### src/sv/rfb_pkg.sv
// Shared types, constants and the CRC-16 byte update for the radio frame builder.
package rfb_pkg;

  localparam logic [7:0]  PREAMBLE_HI = 8'hAA;
  localparam logic [7:0]  PREAMBLE_LO = 8'h55;
  localparam logic [15:0] CRC_POLY    = 16'h1021;
  localparam logic [15:0] CRC_MSB     = 16'h8000;

  localparam int CFG_INDEX_W = 1;
  localparam int CFG_DATA_W  = 8;

  typedef logic [CFG_INDEX_W-1:0] cfg_index_t;

  // Configuration register indexes
  localparam cfg_index_t REG_LENGTH = 1'd0;
  localparam cfg_index_t REG_SKIP   = 1'd1;

  // Position of a beat within the sequence that one item can cause
  typedef logic [2:0] beat_idx_t;

  localparam beat_idx_t BEAT_PRE0   = 3'd0;
  localparam beat_idx_t BEAT_PRE1   = 3'd1;
  localparam beat_idx_t BEAT_PRE2   = 3'd2;
  localparam beat_idx_t BEAT_PRE3   = 3'd3;
  localparam beat_idx_t BEAT_LENGTH = 3'd4;
  localparam beat_idx_t BEAT_DATA   = 3'd5;
  localparam beat_idx_t BEAT_CRC_HI = 3'd6;
  localparam beat_idx_t BEAT_CRC_LO = 3'd7;

  // What the CRC tracker reports for the item being accepted
  typedef struct packed {
    logic        first;
    logic        closes;
    logic [15:0] crc;
  } crc_info_t;

  // CRC-16, MSB first, one byte folded in over eight shift steps
  function automatic logic [15:0] crc_byte(input logic [15:0] crc_in,
                                           input logic [7:0]  data);
    logic [15:0] c;
    c = crc_in ^ {data, 8'h00};
    for (int k = 0; k < 8; k++) begin
      if ((c & CRC_MSB) != 16'h0000) begin
        c = {c[14:0], 1'b0} ^ CRC_POLY;
      end else begin
        c = {c[14:0], 1'b0};
      end
    end
    return c;
  endfunction

endpackage

### src/sv/radio_frame_builder_crc16_core.sv
// Radio frame builder: preamble, length, pass-through bytes and trailing CRC-16.
//
//   channel  handshake            payload
//   in       in_valid / in_stall  data_byte, final_byte
//   out      out_valid/ out_stall out_byte, run_last, frame_end
//   cfg      cfg_valid/ cfg_ready cfg_index, cfg_data
//
// A byte's CRC is folded in at the edge that takes it; the item is held in a
// record register that feeds the output register a beat a cycle unless stalled.
// An opening byte gives six beats, a final byte three, any other byte one; the
// input is taken every cycle only while items are one beat and out_stall is low.
// The next item is taken on the edge that moves the last beat of the current one.
// Reset clears the CRC, the position, the record and the output register, and
// holds off input and configuration beats while it is high.
// A stalled output holds its beat; the record then waits and the input stalls.
module radio_frame_builder_crc16_core (
  input  logic                            clk,
  input  logic                            rst,
  input  logic                            in_valid,
  output logic                            in_stall,
  input  logic [7:0]                      data_byte,
  input  logic                            final_byte,
  output logic                            out_valid,
  input  logic                            out_stall,
  output logic [7:0]                      out_byte,
  output logic                            run_last,
  output logic                            frame_end,
  input  logic                            cfg_valid,
  output logic                            cfg_ready,
  input  rfb_pkg::cfg_index_t             cfg_index,
  input  logic [rfb_pkg::CFG_DATA_W-1:0]  cfg_data
);

  logic [7:0]         length_value;
  logic [1:0]         crc_skip;
  logic               accept;
  rfb_pkg::crc_info_t info;

  logic               rec_valid;
  rfb_pkg::beat_idx_t rec_idx;
  logic               rec_fin;
  logic [7:0]         rec_byte;
  logic [15:0]        rec_crc;

  logic               load;
  logic               rec_last;
  logic [7:0]         beat_byte;

  assign cfg_ready = !rst;

  always_ff @(posedge clk) begin
    if (rst) begin
      length_value <= 8'd57;
      crc_skip     <= 2'd1;
    end else if (cfg_valid && cfg_ready) begin
      unique case (cfg_index)
        rfb_pkg::REG_LENGTH: length_value <= cfg_data[7:0];
        rfb_pkg::REG_SKIP:   crc_skip     <= cfg_data[1:0];
        default: ;
      endcase
    end
  end

  rfb_crc_track u_crc (
    .clk        (clk),
    .rst        (rst),
    .accept     (accept),
    .data_byte  (data_byte),
    .final_byte (final_byte),
    .crc_skip   (crc_skip),
    .info       (info)
  );

  assign load     = rec_valid && (!out_valid || !out_stall);
  assign rec_last = rec_fin ? (rec_idx == rfb_pkg::BEAT_CRC_LO)
                            : (rec_idx == rfb_pkg::BEAT_DATA);
  assign in_stall = rst || (rec_valid && !(load && rec_last));
  assign accept   = in_valid && !in_stall;

  always_comb begin
    unique case (rec_idx)
      rfb_pkg::BEAT_PRE0:   beat_byte = rfb_pkg::PREAMBLE_HI;
      rfb_pkg::BEAT_PRE1:   beat_byte = rfb_pkg::PREAMBLE_HI;
      rfb_pkg::BEAT_PRE2:   beat_byte = rfb_pkg::PREAMBLE_LO;
      rfb_pkg::BEAT_PRE3:   beat_byte = rfb_pkg::PREAMBLE_LO;
      rfb_pkg::BEAT_LENGTH: beat_byte = length_value;
      rfb_pkg::BEAT_DATA:   beat_byte = rec_byte;
      rfb_pkg::BEAT_CRC_HI: beat_byte = rec_crc[15:8];
      rfb_pkg::BEAT_CRC_LO: beat_byte = rec_crc[7:0];
      default:              beat_byte = rec_byte;
    endcase
  end

  // item record
  always_ff @(posedge clk) begin
    if (rst) begin
      rec_valid <= 1'b0;
      rec_idx   <= rfb_pkg::BEAT_DATA;
    end else begin
      if (accept) begin
        rec_valid <= 1'b1;
        rec_idx   <= info.first ? rfb_pkg::BEAT_PRE0 : rfb_pkg::BEAT_DATA;
      end else if (load) begin
        if (rec_last) begin
          rec_valid <= 1'b0;
        end else begin
          rec_idx <= rec_idx + 3'd1;
        end
      end
    end
  end

  always_ff @(posedge clk) begin
    if (accept) begin
      rec_fin  <= info.closes;
      rec_byte <= data_byte;
      rec_crc  <= info.crc;
    end
  end

  // output register
  always_ff @(posedge clk) begin
    if (rst) begin
      out_valid <= 1'b0;
    end else if (load) begin
      out_valid <= 1'b1;
    end else if (!out_stall) begin
      out_valid <= 1'b0;
    end
  end

  always_ff @(posedge clk) begin
    if (load) begin
      out_byte  <= beat_byte;
      run_last  <= rec_last;
      frame_end <= (rec_idx == rfb_pkg::BEAT_CRC_LO);
    end
  end

  a_end_is_last: assert property (@(posedge clk) disable iff (rst)
    out_valid && frame_end |-> run_last)
    else $error("frame end beat not marked as last of its item");

  a_accept_fills: assert property (@(posedge clk) disable iff (rst)
    accept |=> rec_valid)
    else $error("accepted item did not reach the record");

  a_record_holds: assert property (@(posedge clk) disable iff (rst)
    rec_valid && !load |=> rec_valid && $stable(rec_idx))
    else $error("record advanced without a beat moving");

  a_crc_lo_final: assert property (@(posedge clk) disable iff (rst)
    load && (rec_idx == rfb_pkg::BEAT_CRC_LO) |-> rec_fin)
    else $error("CRC beat emitted for a non-final item");

  a_no_accept_busy: assert property (@(posedge clk) disable iff (rst)
    rec_valid && !rec_last |-> !accept)
    else $error("item accepted while record still has beats");

endmodule

### src/sv/rfb_crc_track.sv
// Running CRC and packet position; reports the CRC after the accepted byte.
module rfb_crc_track (
  input  logic               clk,
  input  logic               rst,
  input  logic               accept,
  input  logic [7:0]         data_byte,
  input  logic               final_byte,
  input  logic [1:0]         crc_skip,
  output rfb_pkg::crc_info_t info
);

  logic [15:0] crc_reg;
  logic [15:0] crc_reg_next;
  logic [1:0]  bytes_seen;
  logic [1:0]  bytes_seen_next;
  logic [15:0] crc_after;
  logic        first;
  logic        closes;

  assign first  = (bytes_seen == 2'd0);
  // a final flag on the opening byte is dropped: the packet carries on
  assign closes = final_byte && !first;

  assign crc_after = (bytes_seen >= crc_skip) ? rfb_pkg::crc_byte(crc_reg, data_byte)
                                              : crc_reg;

  always_comb begin
    crc_reg_next    = crc_reg;
    bytes_seen_next = bytes_seen;
    if (accept) begin
      if (closes) begin
        crc_reg_next    = 16'h0000;
        bytes_seen_next = 2'd0;
      end else begin
        crc_reg_next = crc_after;
        if (bytes_seen != 2'd3) begin
          bytes_seen_next = bytes_seen + 2'd1;
        end
      end
    end
  end

  always_ff @(posedge clk) begin
    if (rst) begin
      crc_reg    <= 16'h0000;
      bytes_seen <= 2'd0;
    end else begin
      crc_reg    <= crc_reg_next;
      bytes_seen <= bytes_seen_next;
    end
  end

  assign info.first  = first;
  assign info.closes = closes;
  assign info.crc    = crc_after;

endmodule

### config.mk
export PLATFORM = sky130hd
export DESIGN_NAME = radio_frame_builder_crc16_core
export DESIGN_NICKNAME = d
export VERILOG_FILES = /design/src/sv/rfb_pkg.sv /design/src/sv/radio_frame_builder_crc16_core.sv /design/src/sv/rfb_crc_track.sv
export SDC_FILE = /design/constraint.sdc
export NUM_CORES = 1
export LEC_CHECK = 0
export ABC_AREA = 1
export BUFFER_PORTS_ARGS = -buffer_cell sky130_fd_sc_hd__buf_4
export CELL_PAD_IN_SITES_DETAIL_PLACEMENT = 0
export CELL_PAD_IN_SITES_GLOBAL_PLACEMENT = 1
export CORE_MARGIN = 3
export CORE_UTILIZATION = 44
export CTS_CLUSTER_SIZE = 14
export DETAILED_ROUTE_END_ITERATION = 16
export PLACE_DENSITY_LB_ADDON = 0.1
export RECOVER_POWER = 50
export SYNTH_ARGS = -nofsm -noshare
export SYNTH_HDL_FRONTEND = slang
export SYNTH_SLANG_ARGS = --single-unit
### constraint.sdc
create_clock -name clk -period 2.5 [get_ports clk]
set_input_delay 0.375 -clock clk [delete_from_list [all_inputs] [get_ports clk]]
set_output_delay 0.375 -clock clk [all_outputs]
set_load 0.02 [all_outputs]
==> results.py <==
metrics = {
    "global_route": {
        "grt_max_degree": 27,
        "antenna_found_initial": 0,
        "grt_usage_pct": 16.7,
        "grt-ovfl-total": 0,
        "grt_pass1_vias": 2245,
        "grt_pass1_wl_um": 11000,
    },
    "logic_synthesis": {
        "async_flop_share_pct": 0,
        "yosys_warnings": 0,
        "synth_compound_area_share_pct": 12.8,
        "yosys_register_bits": 68,
        "syn_area_per_cell_um2": 8.82,
        "synth_edf_count": 35,
        "synthFlopType": "edfxtp_1",
        "synth-adder-area-share_pct": 3.82,
        "synthTopCellsByCount": "nand2_1, inv_1, edfxtp_1",
        "seq_area_frac_synth_pct": 52.3,
        "synth_top_cell_area_share_pct": 32.1,
        "synth_xor_area_share_pct": 3.44,
        "synth_top_family_by_area": "simple AND/OR/NAND/NOR gates",
        "syn_area_um2": 3270,
        "synth_nets": 404,
        "syn_inst": 371,
        "yosys.area_share.simple_pct": 20.2,
        "synth_area_leaders": "edfxtp_1, dfxtp_1, nand2_1, inv_1, o21ai_0",
        "synth_cell_types": 36,
        "yosysTopAreaCell": "edfxtp_1",
        "synth_mux_area_share_pct": 0,
        "yosysMostFrequentCell": "nand2_1",
    },
    "outcome": {
        "status": "complete, no violations",
    },
    "sta": {
        "worstMarginPinSlew_ps": 598,
        "rsz0062_at_grt": "no",
        "final-setup-viol-count": 0,
        "post-route-period-util_pct": 90.2,
        "fin_worst_skew_ps": 10.6,
        "max_slew_margin_pct": 60.2,
        "hold_viol": 0,
        "tns_ps": 0,
        "slew_violations": 0,
        "timing.hold.ws_ps": 252,
        "fmax_mhz": 444,
        "post-route-min-period_ps": 2250,
    },
    "setup_path": {
        "crit_arrival_ps": 1880,
        "worst_path_largest_cell_delay_ps": 400,
        "path_max_fanout": 11,
        "critPathKind": "flop to output port",
        "cp-start-kind": "flop",
        "required_ps": 2120,
        "end_kind": "output port",
        "crit_slowest_cell": "dfxtp_1",
        "crit_chain": "ha_1, ha_1, inv_2, nand2_2, nand3_2, nand2_2, nand2_1, buf_4",
        "critPathTopFamily": "adder cells",
        "crit_buf_inv": 2,
    },
    "cts": {
        "cts_max_level": 3,
        "cts_sinks": 68,
        "cts_tree": "built",
        "postCtsHoldBufs": 0,
        "clk_pin_slew_ps": 80,
        "cts_resized": 0,
        "clock_latency_ps": 340,
        "numCtsBuffers": 9,
        "root_buffer": "clkbuf_8",
        "cts_setup_buffers": 0,
        "ctsLongestPathBuffers": 2,
    },
    "routing": {
        "ant_nets": 0,
        "via_count": 2430,
        "drc": 0,
        "avgRoutedWirePerCell_um": 13.1,
        "routed_wl_um": 6720,
        "viasPerCell": 4.74,
        "drtIter0Drc": 121,
        "drtPass1Iterations": 4,
    },
    "power_and_ir_drop": {
        "vdd_drop_max_v": 0.000300,
        "power_density_nw_per_um2": 744,
        "p_leak_nw": 1.57,
        "power_mw": 2.79,
    },
    "floorplan": {
        "die_h_um": 92.2,
        "die_w_um": 92.2,
        "die_area_um2": 8510,
        "placementRows": 30,
        "start_util_pct": 46.9,
        "coreArea_um2": 6980,
        "io_pins": 36,
    },
    "layout": {
        "nNetsFinal": 445,
        "syn_to_final_growth_pct": 14.8,
        "drive_above_1_share_pct": 11.5,
        "fin_util_pct": 53.8,
        "n_fill_cell": 687,
        "diodes": 0,
    },
    "job": {
        "max_cap_violations": 0,
    },
    "worst_hold_path": {
        "min_path_type": "input port to flop",
    },
    "placement": {
        "place.gp.congestion": 0.743,
        "hpwl_um": 5050,
        "port_buffers": 35,
    },
}
[routing by layer]
metal	track usage, %	wire length [µm]
met2	24.9	2940
met4	7.43	89
met5	0	0
met1	23.8	3450
met3	2.95	241
[cell usage in the layout, fill, tap and decap left out, types with 3 or more instances in the layout]
master / synthesis / routed
o21ai_1: 3 / 3
inv_1: 46 / 47
nand3_1: 24 / 24
buf_4: 1 / 16
dfxtp_1: 33 / 33
o21ai_0: 31 / 31
ha_1: 10 / 10
clkbuf_8: 0 / 10
xor2_1: 6 / 6
edfxtp_1: 35 / 35
a22o_1: 4 / 4
nor2_1: 11 / 11
nand2_2: 4 / 4
a21oi_1: 18 / 18
o21ai_2: 5 / 5
o2111ai_1: 4 / 4
xnor2_1: 5 / 5
nand2_1: 106 / 106
clkbuf_1: 1 / 22
[final timing paths]
check	from	end	slack, ps	cells past startpoint
min reg2reg	length_value[6]	length_value[6]	470	2
max reg2reg	rec_idx[0]	u_crc.bytes_seen[1]	360	12
min	cfg_data[5]	length_value[5]	250	3
max	rec_idx[0]	in_stall	250	8
[metrics by stage]
step | instances | cell area, µm² | setup WS [ps]
after floorplan | 371 | 3270 | 327
after global placement | 497 | 3640 | 465
after detailed placement | 497 | 3640 | 387
after CTS | 513 | 3840 | 220
after global routing | 513 | 3750 | 50.6
final | 513 | 3750 | 246
[power breakdown]
group          switching (mW)  internal (mW)  total, mW
logic                   0.343          0.182      0.526
registers              0.0530           1.30       1.35
clock network           0.431          0.486      0.916
[cell families after synthesis]
| kind of cell | after synthesis |
|---|---|
| XOR/XNOR | 12 |
| AO/OA/AOI/OAI | 71 |
| adder cells (fa/ha/maj) | 10 |
| flip-flops | 68 |
| AND/OR/NAND/NOR | 152 |
| buffers and inverters | 58 |
[worst min-delay path, cell delays in order]
cell and delay [ps]:
buf_4 80, o21ai_0 70, inv_1 50
[cell type report]
cell class              instances  area [µm²]  share of cell area [%]
well taps                      96         120                    3.20
clock buffers                  10         138                    3.67
repair buffers                 39         223                    5.93
multi-input cells             245        1320                    35.0
inverters                      49         184                    4.90
flip-flops and latches         68        1710                    45.6
clock inverters                 6        63.8                    1.70
Power figures use the tool's default switching activity.
